--- config.mk ---
export PLATFORM = sky130hd
export DESIGN_NAME = sv39ptm_cfg
export DESIGN_NICKNAME = d
export VERILOG_FILES = /design/src/hw/rtl/sv39ptm_pkg.sv /design/src/hw/rtl/sv39ptm_cfg.sv
export SDC_FILE = /design/constraint.sdc
export NUM_CORES = 1
export LEC_CHECK = 0
export ABC_AREA = 1
export BUFFER_PORTS_ARGS = -buffer_cell sky130_fd_sc_hd__buf_2
export CELL_PAD_IN_SITES_DETAIL_PLACEMENT = 0
export CELL_PAD_IN_SITES_GLOBAL_PLACEMENT = 1
export CORE_UTILIZATION = 24
export CTS_BUF_LIST = sky130_fd_sc_hd__clkbuf_4
export DETAILED_ROUTE_END_ITERATION = 7
export PLACE_DENSITY_LB_ADDON = 0.1
export SLEW_MARGIN = 15
export SYNTH_ARGS = -nofsm -noshare
export SYNTH_HDL_FRONTEND = slang
export SYNTH_SLANG_ARGS = --single-unit
--- constraint.sdc ---
create_clock -name clk -period 0.8 [get_ports clk]
set_input_delay 0.04 -clock clk [delete_from_list [all_inputs] [get_ports clk]]
set_output_delay 0.04 -clock clk [all_outputs]
set_load 0.02 [all_outputs]
--- src/hw/rtl/sv39ptm_pkg.sv ---
`timescale 1ns / 1ps
`default_nettype none
// ----------------------------------------------------------------------------
// sv39ptm_pkg
// Shared constants, codes and types for the Sv39 page table map/lookup core.
// ----------------------------------------------------------------------------
package sv39ptm_pkg;

    localparam int TABLE_FRAMES      = 64;
    localparam int ENTRIES_PER_FRAME = 512;
    localparam int MAX_RUN           = 1024;

    localparam int IDX_W       = $clog2(ENTRIES_PER_FRAME);
    localparam int FRAME_W     = $clog2(TABLE_FRAMES);
    localparam int ADDR_W      = FRAME_W + IDX_W;
    localparam int STORE_DEPTH = TABLE_FRAMES * ENTRIES_PER_FRAME;
    localparam int NFF_W       = $clog2(TABLE_FRAMES + 1);
    localparam int RUN_W       = $clog2(MAX_RUN + 1);

    localparam int VPN_W  = 27;
    localparam int PPN_W  = 44;
    localparam int PERM_W = 8;
    localparam int PC_W   = 11;
    localparam int ST_W   = 2;
    localparam int PTE_W  = 64;
    localparam int CMP_W  = (RUN_W > PC_W) ? RUN_W : PC_W;

    localparam int PADDR_W = 4;
    localparam int PDATA_W = 64;

    localparam logic ACT_LOOKUP = 1'b0;
    localparam logic ACT_MAP    = 1'b1;

    localparam logic [ST_W-1:0] ST_OK       = 2'd0;
    localparam logic [ST_W-1:0] ST_NOFRAME  = 2'd1;
    localparam logic [ST_W-1:0] ST_REMAP    = 2'd2;
    localparam logic [ST_W-1:0] ST_NOTFOUND = 2'd3;

    localparam logic [1:0] LVL_LEAF = 2'd0;
    localparam logic [1:0] LVL_MID  = 2'd1;
    localparam logic [1:0] LVL_ROOT = 2'd2;

    // register index, taken from paddr[3]
    localparam logic REG_TABLE_BASE = 1'b0;

    typedef struct packed {
        logic              action;
        logic [VPN_W-1:0]  vpn;
        logic [PPN_W-1:0]  ppn;
        logic [PERM_W-1:0] perm;
        logic [PC_W-1:0]   page_count;
    } req_t;

    typedef struct packed {
        logic [ST_W-1:0]  status;
        logic [PTE_W-1:0] entry;
    } rsp_t;

    typedef struct packed {
        logic              en;
        logic              we;
        logic [ADDR_W-1:0] addr;
        logic [PTE_W-1:0]  wdata;
    } mem_req_t;

endpackage
`default_nettype wire

--- src/hw/rtl/sv39ptm_cfg.sv ---
`timescale 1ns / 1ps
`default_nettype none
// ----------------------------------------------------------------------------
// sv39ptm_cfg
// APB register file: table base physical page number.
// ----------------------------------------------------------------------------
module sv39ptm_cfg
    import sv39ptm_pkg::*;
(
    input  wire logic               clk,
    input  wire logic               rst_n,
    input  wire logic               psel,
    input  wire logic               penable,
    input  wire logic               pwrite,
    input  wire logic [PADDR_W-1:0] paddr,
    input  wire logic [PDATA_W-1:0] pwdata,
    output logic      [PDATA_W-1:0] prdata,
    output logic                    pready,
    output logic      [PPN_W-1:0]   table_base
);

    logic [PPN_W-1:0] base_reg;
    logic [PPN_W-1:0] base_next;
    logic             wr_hit;

    assign pready = 1'b1;
    assign wr_hit = psel && penable && pwrite && (paddr[3] == REG_TABLE_BASE);

    always_comb
    begin
        base_next = base_reg;
        if (wr_hit)
        begin
            base_next = pwdata[PPN_W-1:0];
        end
    end

    always_ff @(posedge clk or negedge rst_n)
    begin
        if (!rst_n)
        begin
            base_reg <= '0;
        end
        else
        begin
            base_reg <= base_next;
        end
    end

    always_comb
    begin
        unique case (paddr[3])
            REG_TABLE_BASE: prdata = {{(PDATA_W-PPN_W){1'b0}}, base_reg};
            default:        prdata = '0;
        endcase
    end

    assign table_base = base_reg;

endmodule
`default_nettype wire

==> flow_metrics.py, run 1 <==
metrics = {
    "cells_and_area": {
        "drive_gt1_share_pct": 43.35,
        "nets": 599,
        "largest_reg_flops": 44,
        "n_antenna_cell": 0,
        "fillers": 952,
        "regArea_um2": 1101,
        "final_cell_mix": "94 x buf_6, 87 x nand2_1, 49 x buf_2, 45 x dlygate4sd3_1",
        "layout_commonest_cell": "buf_6",
        "multi_input_area_um2": 902.1,
        "syn2layout_area_growth_pct": 95.01,
        "utilization_pct": 48.46,
    },
    "drt": {
        "drt_iter0_markers": 70,
        "firstDrtPassIters": 4,
        "drc": 0,
        "routed_wl_um": 7366,
        "wl_per_cell_um": 11.25,
        "postRouteAntennaNets": 0,
        "vias_per_cell": 3.924,
        "vias": 2570,
    },
    "yosys": {
        "synthCells": 309,
        "ys_warn_count": 0,
        "synth_xor_area_share_pct": 0,
        "synth-simple-area-share_pct": 32.54,
        "post_synth.cell_area_avg_um2": 7.467,
        "synth_cell_types": 13,
        "synthMuxAreaShare_pct": 0,
        "yosys.area.top_type": "dfrtp_1",
        "yosys.area.top_type_share_pct": 47.72,
        "synth-seq-cells": 44,
        "synth_compound_area_share_pct": 0,
        "synth.area.top_cells": "dfrtp_1 48%, nand2_1 14%, nand3_1 9.5%, buf_4 8.5%, inv_1 7.3%",
        "synth-seq-area-share_pct": 47.72,
        "syn-cell-area_um2": 2307,
        "yosys.area_share.adder_pct": 0,
        "synth_top_family_by_area": "simple AND/OR/NAND/NOR gates",
    },
    "global_route": {
        "grt_max_degree": 45,
        "grt_pass1_vias": 2343,
        "antenna_found_initial": 0,
        "overflow": 0,
        "grt_pass1_wl_um": 11140,
        "track_usage_pct": 14.05,
    },
    "floorplan": {
        "row_count": 35,
        "die_w_um": 100.0,
        "start_util_pct": 24.85,
        "dieArea_um2": 10010,
        "core_um2": 9284,
        "io-pin-count": 182,
        "die_height_um": 100.0,
    },
    "sta": {
        "clock_skew_ns": 0,
        "setup_slack_ns": -0.3343,
        "whs_ns": 0.2018,
        "fin_crit_sh_pct": 141.8,
        "hold_violations": 0,
        "rsz0062_at_grt": "true",
        "fmax_mhz": 881.6,
        "period_minus_slack_ns": 1.134,
        "setup_violations": 88,
        "maxSlewViolCount": 0,
    },
    "worst_setup_path": {
        "max_stage_delay_ns": 0.44,
        "path_max_fanout": 3,
        "reg2reg_to": "table_base[11]",
        "cp_slowest_cell": "dfrtp_1",
        "endpoint_kind": "output port",
        "cp_data_required_time_ns": 0.76,
        "crit_path_cell_trace": "inv_2 > nor2_2 > buf_6",
        "regToRegStartpoint": "table_base[11]",
        "critPathTopFamily": "flip-flops",
        "reg2reg_depth": 3,
        "crit_buf_inv": 2,
        "path_class": "register to output port",
        "crit_arrival_ns": 1.09,
        "ff2ff_setup_slack_ns": 0.03,
        "cp-start-kind": "register",
    },
    "power": {
        "seqPwrFrac_pct": 36.5,
        "p_comb_share_pct": 51.1,
        "leakagePower_nw": 2.473,
        "p_clk_share_pct": 12.4,
        "peakVddDrop_mv": 0.8332,
        "pwr_density_cell_nw_per_um2": 1872,
        "intPower_mw": 5.271,
        "p_sw_share_pct": 37.43,
        "p_switching_mw": 3.153,
        "p_total_mw": 8.424,
    },
    "clock_tree": {
        "h-tree-depth": 2,
        "cts-root-buf": "clkbuf_4",
        "cts_buffers": 5,
        "insertion_delay_ns": 0.34,
        "clk_path_buf_depth": 2,
        "cts_tree": "yes",
        "clk_pin_slew_worst_paths_ns": 0.13,
        "cts.sinks": 44,
    },
    "placed_design": {
        "gp_congestion": 0.7130,
        "port_buffers": 137,
        "dpl.hpwl_um": 4604,
        "dp_worst_setup_slack_ns": -0.009765,
    },
    "outcome": {
        "status": "finished, violations left",
        "violations": "negative setup slack",
    },
    "job": {
        "max-cap-violations": 0,
    },
    "min_path": {
        "hold_class": "input port to async pin",
    },
}
## cells in the mapped netlist (all sizes together)
| cell type | instances |
|---|---|
| buf | 34 |
| clkbuf | 4 |
| conb | 2 |
| dfrtp | 44 |
| inv | 46 |
| nand2 | 90 |
| nand3 | 44 |
| nor2 | 45 |
## how the worst max path moves through the flow
stage,from,end,slack [ns],cells past startpoint
after detailed placement,paddr[3],table_base[42],-0.01,6
after global routing,table_base[30],prdata[30],-0.43,3
after CTS,table_base[39],prdata[39],-0.32,3
after global placement,paddr[3],table_base[15],-0.01,5
final,table_base[26],prdata[26],-0.33,3
after floorplan,table_base[18],prdata[18],-0.03,2
## area by class of cell
class	count	share of cell area, %
clock buffer	6	1.001
clock inverter	1	0.1112
timing repair buffer	229	46.94
sequential	44	24.47
tap	129	3.587
multi-input combinational	200	20.05
inverter	46	3.838
## per-layer routing
layer / global-route usage (%) / routed length, um / vias to the layer above
li1: - / - / 1299
met1: 17.55 / 3375 / 1171
met2: 24.93 / 3539 / 98
met3: 2.786 / 419 / 2
met4: 3.344 / 31 / 0
met5: 0 / 0 / -
## per-stage QoR
step,instance area (um2),TNS (ns),std cells
after floorplan,2446,-0.6158,328
after global placement,3151,-0.08955,567
after detailed placement,3151,-0.1463,567
after CTS,4160,-21.37,627
after global routing,4499,-26.96,655
final,4499,-21.19,655
## cell families (layout without fill, tap and decap cells)
group / count (synthesis) / after routing
other: 2 / 21
and+or+nand+nor: 179 / 179
buffers and inverters: 84 / 282
DFF: 44 / 44
## worst reg2reg max path: cells and delay by family (launching register included)
kind,cells,cell delay (ns)
buffers and inverters,1,0.15
flip-flops,1,0.44
AND/OR/NAND/NOR,2,0.10
## power by group through the flow
stage	combinational [mW]	clock (mW)	sequential, mW
after floorplan	1.26	0	3.49
after global routing	4.63	1.21	3.12
final	4.31	1.04	3.07
after detailed placement	2.68	0	3.02
after global placement	2.66	0	3.02
after CTS	3.66	1.13	3.06
## timing repair
item                                    4_1_cts  5_1_grt
endpoints found under the hold margin        88        0
gates resized for setup                     147       42
pin swaps                                     7        8
hold buffers                                 45        0
endpoints found under the setup margin       88       91
buffers inserted                              8       28
Power figures use the tool's default switching activity.
==> run 2: changes to the inputs <==
--- a/config.mk
+++ b/config.mk
@@ -9,7 +9,7 @@
 export BUFFER_PORTS_ARGS = -buffer_cell sky130_fd_sc_hd__buf_2
 export CELL_PAD_IN_SITES_DETAIL_PLACEMENT = 0
 export CELL_PAD_IN_SITES_GLOBAL_PLACEMENT = 1
-export CORE_UTILIZATION = 24
+export CORE_UTILIZATION = 26
 export CTS_BUF_LIST = sky130_fd_sc_hd__clkbuf_4
 export DETAILED_ROUTE_END_ITERATION = 7
 export PLACE_DENSITY_LB_ADDON = 0.1
==> constraint.sdc (replaced) <==
create_clock -name clk -period 1.1 [get_ports clk]
set_input_delay 0.055 -clock clk [delete_from_list [all_inputs] [get_ports clk]]
set_output_delay 0.055 -clock clk [all_outputs]
set_load 0.02 [all_outputs]
==> flow_metrics.py, run 2 (synthesized netlist as in run 1, its figures left out) <==
metrics = {
    "outcome": {
        "status": "finished, violations left",
        "violations": "negative setup slack",
    },
    "cells_and_area": {
        "stdcell_count": 620,
        "n_antenna_cell": 0,
        "syn2layout_area_growth_pct": 66.65,
        "largest_reg_flops": 44,
        "fillers": 947,
        "layout_commonest_cell": "buf_2",
        "nets": 584,
        "stdcell_area_um2": 3845,
        "drive_gt1_share_pct": 35.94,
        "final_cell_mix": "92 x buf_2, 89 x nand2_1, 72 x buf_4, 45 x dlygate4sd3_1",
        "utilization_pct": 44.52,
    },
    "drt": {
        "vias": 2480,
        "postRouteAntennaNets": 0,
        "drc": 0,
        "firstDrtPassIters": 4,
        "wl_per_cell_um": 11.21,
        "routed_wl_um": 6948,
        "vias_per_cell": 4.000,
        "drt_iter0_markers": 135,
    },
    "floorplan": {
        "die_height_um": 96.20,
        "row_count": 34,
        "die_w_um": 96.20,
        "dieArea_um2": 9254,
        "start_util_pct": 26.72,
        "core_um2": 8636,
        "io-pin-count": 182,
    },
    "global_route": {
        "antenna_found_initial": 0,
        "track_usage_pct": 14.77,
        "grt_pass1_vias": 2161,
        "grt_max_degree": 45,
        "overflow": 0,
        "grt_pass1_wl_um": 10430,
    },
    "sta": {
        "setup_violations": 10,
        "rsz0062_at_grt": "true",
        "maxSlewViolCount": 0,
        "clock_skew_ns": 0,
        "fmax_mhz": 893.4,
        "period_minus_slack_ns": 1.119,
        "hold_violations": 0,
        "setup_slack_ns": -0.01937,
        "fin_crit_sh_pct": 101.8,
    },
    "power": {
        "peakVddDrop_mv": 0.6080,
        "leakagePower_nw": 2.286,
        "p_total_mw": 5.535,
        "pwr_density_cell_nw_per_um2": 1440,
    },
    "worst_setup_path": {
        "path_class": "register to output port",
        "cp-start-kind": "register",
        "ff2ff_setup_slack_ns": 0.33,
        "regToRegStartpoint": "table_base[43]",
        "reg2reg_to": "table_base[43]",
        "cp_slowest_cell": "dfrtp_1",
        "path_max_fanout": 3,
        "startpoint": "table_base[31]",
        "critPathTopFamily": "flip-flops",
        "reg2reg_depth": 3,
        "endpoint_kind": "output port",
        "max_stage_delay_ns": 0.41,
        "crit_arrival_ns": 1.06,
        "cp_data_required_time_ns": 1.04,
        "crit_path_cell_trace": "inv_1 > nor2_1 > buf_4",
        "crit_buf_inv": 2,
    },
    "clock_tree": {
        "cts_buffers": 5,
        "clk_pin_slew_worst_paths_ns": 0.14,
        "cts.sinks": 44,
        "clk_path_buf_depth": 2,
        "insertion_delay_ns": 0.35,
        "h-tree-depth": 2,
        "cts_tree": "yes",
        "cts-root-buf": "clkbuf_4",
    },
    "min_path": {
        "hold_start": "penable",
        "worstHoldPathCells": 6,
        "hold_class": "input port to register",
        "min_to": "table_base[23]",
    },
    "placed_design": {
        "dp_worst_setup_slack_ns": 0.1558,
        "dpl.hpwl_um": 4575,
        "port_buffers": 137,
        "dp.cells": 545,
        "gp_congestion": 0.7050,
        "dpl-instance-area_um2": 3012,
    },
    "job": {
        "max-cap-violations": 0,
    },
}
-- run 2: area by class of cell --
type	count	area (um2)	share of cell area [%]
clock buffers	5	37.54	0.9762
clock inverters	3	42.54	1.106
inverters	46	172.7	4.491
multi-input cells	200	839.6	21.84
flip-flops and latches	44	1101	28.64
well taps	108	135.1	3.514
repair buffers	214	1516	39.44
-- run 2: timing repair --
| action | 4_1_cts | 5_1_grt |
|---|---|---|
| gates cloned | 0 | 0 |
| hold buffers | 45 | 0 |
| setup endpoints to repair | 40 | 44 |
| endpoints found under the hold margin | 88 | 0 |
| pin swaps | 0 | 3 |
| gates resized for setup | 27 | 27 |
| setup buffers | 8 | 14 |
-- run 2: worst register-to-register path, delay by kind of cell (launching register included) --
kind                   cells  cell delay [ns]
buffers and inverters      1             0.15
and+or+nand+nor            2             0.09
DFF                        1             0.44
-- run 2: worst max-delay path by stage --
stage | to | cells after the start | slack, ns
final | prdata[31] | 3 | -0.02
after global placement | table_base[30] | 5 | 0.17
after floorplan | prdata[0] | 2 | 0.26
after detailed placement | table_base[30] | 5 | 0.16
after global routing | prdata[26] | 3 | -0.12
after CTS | prdata[43] | 3 | -0.05
-- run 2: power by group --
part           internal [mW]  switching [mW]
registers               1.92           0.239
logic                   1.01            1.34
clock network          0.475           0.558
-- run 2: routing by layer --
layer / global-route usage (%) / share of wire [%] / up-vias
met4: 3.731 / 0.85 / 0
met3: 3.002 / 5.5 / 5
met5: 0 / 0 / -
li1: - / - / 1269
met2: 25.53 / 49 / 89
met1: 18.70 / 44 / 1117
-- run 2: stage by stage --
step	hold slack (ns)	setup TNS [ns]
final	0.1694	-0.06205
after global routing	0.1860	-3.623
after CTS	0.1543	-0.6500
after detailed placement	0.06329	0
after global placement	0.06209	0
after floorplan	-0.2406	0
