**src/hw/rtl/sv39ptm_pkg.sv**
```systemverilog
`timescale 1ns / 1ps
`default_nettype none
// ----------------------------------------------------------------------------
// sv39ptm_pkg
// Shared constants, codes and types for the Sv39 page table map/lookup core.
// ----------------------------------------------------------------------------
package sv39ptm_pkg;

    localparam int TABLE_FRAMES      = 64;
    localparam int ENTRIES_PER_FRAME = 512;
    localparam int MAX_RUN           = 1024;

    localparam int IDX_W       = $clog2(ENTRIES_PER_FRAME);
    localparam int FRAME_W     = $clog2(TABLE_FRAMES);
    localparam int ADDR_W      = FRAME_W + IDX_W;
    localparam int STORE_DEPTH = TABLE_FRAMES * ENTRIES_PER_FRAME;
    localparam int NFF_W       = $clog2(TABLE_FRAMES + 1);
    localparam int RUN_W       = $clog2(MAX_RUN + 1);

    localparam int VPN_W  = 27;
    localparam int PPN_W  = 44;
    localparam int PERM_W = 8;
    localparam int PC_W   = 11;
    localparam int ST_W   = 2;
    localparam int PTE_W  = 64;
    localparam int CMP_W  = (RUN_W > PC_W) ? RUN_W : PC_W;

    localparam int PADDR_W = 4;
    localparam int PDATA_W = 64;

    localparam logic ACT_LOOKUP = 1'b0;
    localparam logic ACT_MAP    = 1'b1;

    localparam logic [ST_W-1:0] ST_OK       = 2'd0;
    localparam logic [ST_W-1:0] ST_NOFRAME  = 2'd1;
    localparam logic [ST_W-1:0] ST_REMAP    = 2'd2;
    localparam logic [ST_W-1:0] ST_NOTFOUND = 2'd3;

    localparam logic [1:0] LVL_LEAF = 2'd0;
    localparam logic [1:0] LVL_MID  = 2'd1;
    localparam logic [1:0] LVL_ROOT = 2'd2;

    // register index, taken from paddr[3]
    localparam logic REG_TABLE_BASE = 1'b0;

    typedef struct packed {
        logic              action;
        logic [VPN_W-1:0]  vpn;
        logic [PPN_W-1:0]  ppn;
        logic [PERM_W-1:0] perm;
        logic [PC_W-1:0]   page_count;
    } req_t;

    typedef struct packed {
        logic [ST_W-1:0]  status;
        logic [PTE_W-1:0] entry;
    } rsp_t;

    typedef struct packed {
        logic              en;
        logic              we;
        logic [ADDR_W-1:0] addr;
        logic [PTE_W-1:0]  wdata;
    } mem_req_t;

endpackage
`default_nettype wire

```
**src/hw/rtl/sv39ptm_walk.sv**
```systemverilog
`timescale 1ns / 1ps
`default_nettype none
// ----------------------------------------------------------------------------
// sv39ptm_walk
// Table walk sequencer: store clearing, lookup, map with frame allocation.
// ----------------------------------------------------------------------------
module sv39ptm_walk
    import sv39ptm_pkg::*;
(
    input  wire logic             clk,
    input  wire logic             rst_n,
    input  wire logic [PPN_W-1:0] table_base,
    input  wire logic             req_valid,
    output logic                  req_stall,
    input  wire req_t             req,
    output logic                  rsp_valid,
    input  wire logic             rsp_stall,
    output rsp_t                  rsp,
    output mem_req_t              mem_req,
    input  wire logic [PTE_W-1:0] mem_rdata
);

    typedef enum logic [6:0] {
        S_CLEAR = 7'b0000001,
        S_IDLE  = 7'b0000010,
        S_REQ   = 7'b0000100,
        S_CHK   = 7'b0001000,
        S_SWEEP = 7'b0010000,
        S_LINK  = 7'b0100000,
        S_DONE  = 7'b1000000
    } state_t;

    state_t              state_reg,  state_next;
    logic [ADDR_W-1:0]   clr_reg,    clr_next;
    logic [IDX_W-1:0]    sweep_reg,  sweep_next;
    logic                map_reg,    map_next;
    logic [VPN_W-1:0]    vpn_reg,    vpn_next;
    logic [PPN_W-1:0]    ppn_reg,    ppn_next;
    logic [PERM_W-1:0]   perm_reg,   perm_next;
    logic [RUN_W-1:0]    cnt_reg,    cnt_next;
    logic [1:0]          level_reg,  level_next;
    logic [FRAME_W-1:0]  frame_reg,  frame_next;
    logic [NFF_W-1:0]    nff_reg,    nff_next;
    logic [ST_W-1:0]     status_reg, status_next;
    logic [PTE_W-1:0]    entry_reg,  entry_next;
    logic                rsp_valid_reg, rsp_valid_next;
    rsp_t                rsp_reg,    rsp_next;

    logic [IDX_W-1:0]    idx;
    logic [ADDR_W-1:0]   slot_addr;
    logic [PPN_W-1:0]    e_off;
    logic                e_valid;
    logic                e_inside;
    logic [PTE_W-1:0]    leaf;
    logic [PTE_W-1:0]    link_pte;
    logic [CMP_W-1:0]    pc_ext;
    logic [RUN_W-1:0]    run_len;
    logic                frames_out;

    always_comb
    begin
        case (level_reg)
            LVL_ROOT: idx = vpn_reg[3*IDX_W-1:2*IDX_W];
            LVL_MID:  idx = vpn_reg[2*IDX_W-1:IDX_W];
            default:  idx = vpn_reg[IDX_W-1:0];
        endcase
    end

    assign slot_addr  = {frame_reg, idx};
    assign e_valid    = mem_rdata[0];
    assign e_off      = mem_rdata[PPN_W+9:10] - table_base;
    assign e_inside   = (e_off < PPN_W'(TABLE_FRAMES));
    assign leaf       = {{(PTE_W-PPN_W-10){1'b0}}, ppn_reg, 2'b00, perm_reg | 8'h01};
    assign link_pte   = {{(PTE_W-PPN_W-10){1'b0}}, table_base + PPN_W'(nff_reg), 10'd1};
    assign pc_ext     = CMP_W'(req.page_count);
    assign run_len    = (pc_ext > CMP_W'(MAX_RUN)) ? RUN_W'(MAX_RUN) : RUN_W'(pc_ext);
    assign frames_out = (nff_reg >= NFF_W'(TABLE_FRAMES));

    always_comb
    begin
        state_next     = state_reg;
        clr_next       = clr_reg;
        sweep_next     = sweep_reg;
        map_next       = map_reg;
        vpn_next       = vpn_reg;
        ppn_next       = ppn_reg;
        perm_next      = perm_reg;
        cnt_next       = cnt_reg;
        level_next     = level_reg;
        frame_next     = frame_reg;
        nff_next       = nff_reg;
        status_next    = status_reg;
        entry_next     = entry_reg;
        rsp_valid_next = rsp_valid_reg;
        rsp_next       = rsp_reg;
        mem_req        = '{en: 1'b0, we: 1'b0, addr: slot_addr, wdata: '0};

        if (rsp_valid_reg && !rsp_stall)
        begin
            rsp_valid_next = 1'b0;
        end

        unique case (state_reg)
            S_CLEAR:
            begin
                mem_req = '{en: 1'b1, we: 1'b1, addr: clr_reg, wdata: '0};
                clr_next = clr_reg + 1'b1;
                if (clr_reg == ADDR_W'(STORE_DEPTH - 1))
                begin
                    state_next = S_IDLE;
                end
            end
            S_IDLE:
            begin
                if (req_valid)
                begin
                    map_next    = (req.action == ACT_MAP);
                    vpn_next    = req.vpn;
                    ppn_next    = req.ppn;
                    perm_next   = req.perm;
                    cnt_next    = run_len;
                    level_next  = LVL_ROOT;
                    frame_next  = '0;
                    status_next = ST_OK;
                    entry_next  = '0;
                    if (req.action == ACT_MAP && run_len == '0)
                    begin
                        state_next = S_DONE;
                    end
                    else
                    begin
                        state_next = S_REQ;
                    end
                end
            end
            S_REQ:
            begin
                mem_req.en = 1'b1;
                state_next = S_CHK;
            end
            S_CHK:
            begin
                if (level_reg != LVL_LEAF)
                begin
                    if (e_valid && e_inside)
                    begin
                        frame_next = e_off[FRAME_W-1:0];
                        level_next = level_reg - 2'd1;
                        state_next = S_REQ;
                    end
                    else if (!map_reg)
                    begin
                        status_next = ST_NOTFOUND;
                        state_next  = S_DONE;
                    end
                    else if (e_valid || frames_out)
                    begin
                        status_next = ST_NOFRAME;
                        state_next  = S_DONE;
                    end
                    else
                    begin
                        sweep_next = '0;
                        state_next = S_SWEEP;
                    end
                end
                else if (!map_reg)
                begin
                    entry_next = mem_rdata;
                    state_next = S_DONE;
                end
                else if (e_valid)
                begin
                    status_next = ST_REMAP;
                    state_next  = S_DONE;
                end
                else
                begin
                    mem_req    = '{en: 1'b1, we: 1'b1, addr: slot_addr, wdata: leaf};
                    entry_next = leaf;
                    vpn_next   = vpn_reg + 1'b1;
                    ppn_next   = ppn_reg + 1'b1;
                    cnt_next   = cnt_reg - 1'b1;
                    level_next = LVL_ROOT;
                    frame_next = '0;
                    if (cnt_reg == RUN_W'(1))
                    begin
                        state_next = S_DONE;
                    end
                    else
                    begin
                        state_next = S_REQ;
                    end
                end
            end
            S_SWEEP:
            begin
                mem_req = '{en: 1'b1, we: 1'b1,
                            addr: {nff_reg[FRAME_W-1:0], sweep_reg}, wdata: '0};
                sweep_next = sweep_reg + 1'b1;
                if (sweep_reg == IDX_W'(ENTRIES_PER_FRAME - 1))
                begin
                    state_next = S_LINK;
                end
            end
            S_LINK:
            begin
                // frame is cleared first: the slot may lie in the new frame
                mem_req    = '{en: 1'b1, we: 1'b1, addr: slot_addr, wdata: link_pte};
                frame_next = nff_reg[FRAME_W-1:0];
                nff_next   = nff_reg + 1'b1;
                level_next = level_reg - 2'd1;
                state_next = S_REQ;
            end
            S_DONE:
            begin
                if (!rsp_valid_reg || !rsp_stall)
                begin
                    rsp_valid_next = 1'b1;
                    rsp_next       = '{status: status_reg, entry: entry_reg};
                    state_next     = S_IDLE;
                end
            end
            default:
            begin
                state_next = S_IDLE;
            end
        endcase
    end

    always_ff @(posedge clk or negedge rst_n)
    begin
        if (!rst_n)
        begin
            state_reg     <= S_CLEAR;
            clr_reg       <= '0;
            nff_reg       <= NFF_W'(1);
            rsp_valid_reg <= 1'b0;
        end
        else
        begin
            state_reg     <= state_next;
            clr_reg       <= clr_next;
            nff_reg       <= nff_next;
            rsp_valid_reg <= rsp_valid_next;
        end
    end

    always_ff @(posedge clk)
    begin
        sweep_reg  <= sweep_next;
        map_reg    <= map_next;
        vpn_reg    <= vpn_next;
        ppn_reg    <= ppn_next;
        perm_reg   <= perm_next;
        cnt_reg    <= cnt_next;
        level_reg  <= level_next;
        frame_reg  <= frame_next;
        status_reg <= status_next;
        entry_reg  <= entry_next;
        rsp_reg    <= rsp_next;
    end

    assign req_stall = (state_reg != S_IDLE);
    assign rsp_valid = rsp_valid_reg;
    assign rsp       = rsp_reg;

endmodule
`default_nettype wire

```
**config.mk**
```make
export PLATFORM = sky130hd
export DESIGN_NAME = sv39ptm_walk
export DESIGN_NICKNAME = d
export VERILOG_FILES = /design/src/hw/rtl/sv39ptm_pkg.sv /design/src/hw/rtl/sv39ptm_walk.sv
export SDC_FILE = /design/constraint.sdc
export NUM_CORES = 1
export LEC_CHECK = 0
export ABC_AREA = 1
export CAP_MARGIN = 5
export CELL_PAD_IN_SITES_DETAIL_PLACEMENT = 1
export CELL_PAD_IN_SITES_GLOBAL_PLACEMENT = 1
export CORE_UTILIZATION = 43
export DETAILED_ROUTE_END_ITERATION = 8
export DONT_BUFFER_PORTS = 1
export GPL_TIMING_DRIVEN = 0
export PLACE_DENSITY = 0.88
export SKIP_CTS_REPAIR_TIMING = 1
export SLEW_MARGIN = 25
export SYNTH_ARGS = -nofsm -noshare
export SYNTH_HDL_FRONTEND = slang
export SYNTH_SLANG_ARGS = --single-unit
```
**constraint.sdc**
```tcl
create_clock -name clk -period 6.96 [get_ports clk]
set_input_delay 0 -clock clk [delete_from_list [all_inputs] [get_ports clk]]
set_output_delay 0 -clock clk [all_outputs]
set_load 0.005 [all_outputs]
```
==> flow_metrics.env <==
export IMPL_min_delay_start="req[16]"
export IMPL_cp_data_arrival_time_ns=4.48
export IMPL_first_pass_iters=6
export IMPL_largest_reg_flops=66
export IMPL_final_max_slew_viol_count=0
export IMPL_vias=18600
export IMPL_port_buffers=0
export IMPL_worstSetupPathType="flip-flop to output pin"
export IMPL_setup_viol=0
export IMPL_final_setup_skew_ns=0.0303
export IMPL_yosys_area_share_adder_pct=4.44
export IMPL_synth_area_leaders="edfxtp_1 (40%), nand2_1 (15%), inv_1 (7.0%)"
export IMPL_cp_start_kind="flip-flop"
export IMPL_crit_buf_inv=5
export IMPL_clock_sinks=269
export IMPL_drv_cap=0
export IMPL_clockBufferDepth=3
export IMPL_synth_edf_count=239
export IMPL_coreArea_um2=41200
export IMPL_maxSlewHeadroom_pct=30.6
export IMPL_timing_setup_tns_ns=0
export IMPL_nets=2859
export IMPL_crit_path_top_delay_cell="nor4_4"
export IMPL_clk_latency_ns=0.61
export IMPL_async_reset_ff_share_pct=11.2
export IMPL_synth_ff_type="edfxtp_1"
export IMPL_mostFrequentLayoutCells="nand2_1 (727), inv_1 (336), edfxtp_1 (239), nor2_1 (223), dlygate4sd3_1 (162)"
export IMPL_grt_pass1_vias=17500
export IMPL_grt_ovfl_total=0
export IMPL_synth_compound_area_share_pct=9.64
export IMPL_end_kind="output pin"
export IMPL_ys_ff_latch=269
export IMPL_synth_top_family_by_area="simple AND/OR/NAND/NOR gates"
export IMPL_total_leakage_power_nw=9.49
export IMPL_start_util_pct=44.0
export IMPL_design_area_um2=21700
export IMPL_post_dp_cell_area_um2=19100
export IMPL_totalWireLength_um=83500
export IMPL_drive_gt1_share_pct=4.77
export IMPL_required_ns=6.96
export IMPL_num_rows=74
export IMPL_grt_pass1_wl_um=111000
export IMPL_numCtsBuffers=31
export IMPL_cts_tree="built"
export IMPL_ir_drop_uv=230
export IMPL_dieHeight_um=207
export IMPL_gp_congestion=0.964
export IMPL_yosys_warnings=0
export IMPL_ioPinCount=352
export IMPL_ys_seq_area_share_pct=43.8
export IMPL_antenna_found_initial=10
export IMPL_layout_commonest_cell="nand2_1"
export IMPL_syn_avg_cell_area_um2=7.64
export IMPL_hpwl_um=61800
export IMPL_htreeDepth=1
export IMPL_power_density_nw_per_um2=319
export IMPL_muxShareOfSynthArea_pct=0.166
export IMPL_grt_setup_unrepaired="no"
export IMPL_synth_top_area_share_pct=39.6
export IMPL_synthXorXnorAreaFrac_pct=4.59
export IMPL_slowest_delay_ns=0.59
export IMPL_cp_max_fo=10
export IMPL_dr_first_iter_drc_count=1872
export IMPL_dieArea_um2=42900
export IMPL_grt_max_degree=31
export IMPL_worst_pin_slew_ns=1.04
export IMPL_vias_per_cell=5.88
export IMPL_path_cells="nor3_2, inv_2, nor4_4, inv_2, nor2_4, inv_2, nor2_1, inv_1, clkbuf_1, o22ai_1"
export IMPL_yosys_cell_types_count=58
export IMPL_yosysTopAreaCell="edfxtp_1"
export IMPL_min_period_ns=4.48
export IMPL_area_delta_synth_final_pct=19.8
export IMPL_r2r_start="state_reg[4]$_DFFE_PN0P_"
export IMPL_cp_top_family="simple AND/OR/NAND/NOR gates"
export IMPL_period_share_pct=64.4
export IMPL_synth_simple_area_share_pct=28.6
export IMPL_drc_errors=0
export IMPL_finalHoldViolations=0
export IMPL_antenna_left=0
export IMPL_syn_area_um2=18100
export IMPL_startpoint="state_reg[4]$_DFFE_PN0P_"
export IMPL_fmax_mhz=223
export IMPL_cpMostUsedCell="inv_2"
export IMPL_clkTransAtPathRegs_ns=0.07
export IMPL_status="finished clean"
export IMPL_synth_cells=2371
export IMPL_wire_per_inst_um=26.5
export IMPL_whs_ns=0.0371
export IMPL_cts_root_buf="clkbuf_16"
export IMPL_grt_usage_pct=34.1
export IMPL_min_path_type="input pin to flip-flop"
export IMPL_fp_dieW_um=207
-- routing by layer --
metal  vias up  global-route usage [%]  share of wire (%)
met5         -                       0              0.022
met4         4                    16.6                6.8
met3       286                    7.64                8.7
met2      1020                    56.8                 47
met1      9042                    41.9                 37
li1       8220                       -                  -
-- where the power goes --
| part | leakage (nW) | switching (mW) | internal, mW |
|---|---|---|---|
| combinational | 6.37 | 1.66 | 0.682 |
| sequential | 2.66 | 0.448 | 2.54 |
| clock | 0.459 | 0.749 | 0.853 |
-- path summary, 6_finish.rpt --
| kind | to | slack (ns) | depth (start not counted) |
|---|---|---|---|
| max reg2reg | frame_reg[3]$_DFFE_PP_ | 3.39 | 9 |
| max in group asynchronous | nff_reg[2]$_DFFE_PN0P_ | 6.27 | 4 |
| max | mem_req[24] | 2.48 | 10 |
| min in group asynchronous | state_reg[0]$_DFFE_PN1P_ | 0.50 | 3 |
| min | perm_reg[5]$_DFFE_PP_ | 0.04 | 1 |
| min reg2reg | rsp[16]$_DFFE_PP_ | 0.42 | 0 |
-- layout make-up --
class | instances | area (µm²)
multi-input combinational | 1703 | 8670
inverter | 347 | 1300
clock buffer | 42 | 847
tap | 532 | 666
sequential | 269 | 7930
buffer | 63 | 293
timing repair buffer | 178 | 1880
antenna | 7 | 17.5
fill | 5019 | 19500
clock inverter | 16 | 92.6
-- cell families (layout without fill, tap and decap cells) --
family          Yosys count  in the layout
flops                   269            269
xor+xnor                 95             95
other cells               1             19
simple gates           1217           1217
compound gates          313            313
mux                       3              3
fa+ha+maj                63             63
buf+inv                 410            646
-- per-stage QoR --
step / setup WS (ns) / utilization (%) / std cells / total power [mW]
2_1_floorplan: 0.360 / - / 2382 / 4.17
5_1_grt: 2.50 / 52.6 / 3155 / 7.16
6_report: 2.48 / 52.7 / 3157 / 6.93
3_5_place_dp: 2.69 / 46.3 / 2928 / 5.07
4_1_cts: 2.86 / 48.6 / 2986 / 6.63
3_3_place_gp: -2.61 / 45.7 / 2914 / 4.81
-- Yosys cell counts (4+ instances only) --
cell and n:
o21bai_1 4, nor4_1 19, ha_1 61, inv_2 8, a21oi_1 125, buf_4 12
o21ai_1 7, o21ai_0 112, a31oi_1 5, inv_1 336, buf_1 4, dfrtp_1 28
clkbuf_1 43, nor3_1 49, nor2_4 6, nor2_1 224, xnor2_1 17, o22ai_1 20
o32ai_1 4, a21o_1 4, nand3b_1 8, xor2_1 78, nand4_1 31, and2_1 4
nand2_1 727, o211ai_1 4, nor2_2 7, nand3_1 120, o221ai_1 14, edfxtp_1 239
nand2_2 5
Note: power is estimated with default switching activity, not from simulation.
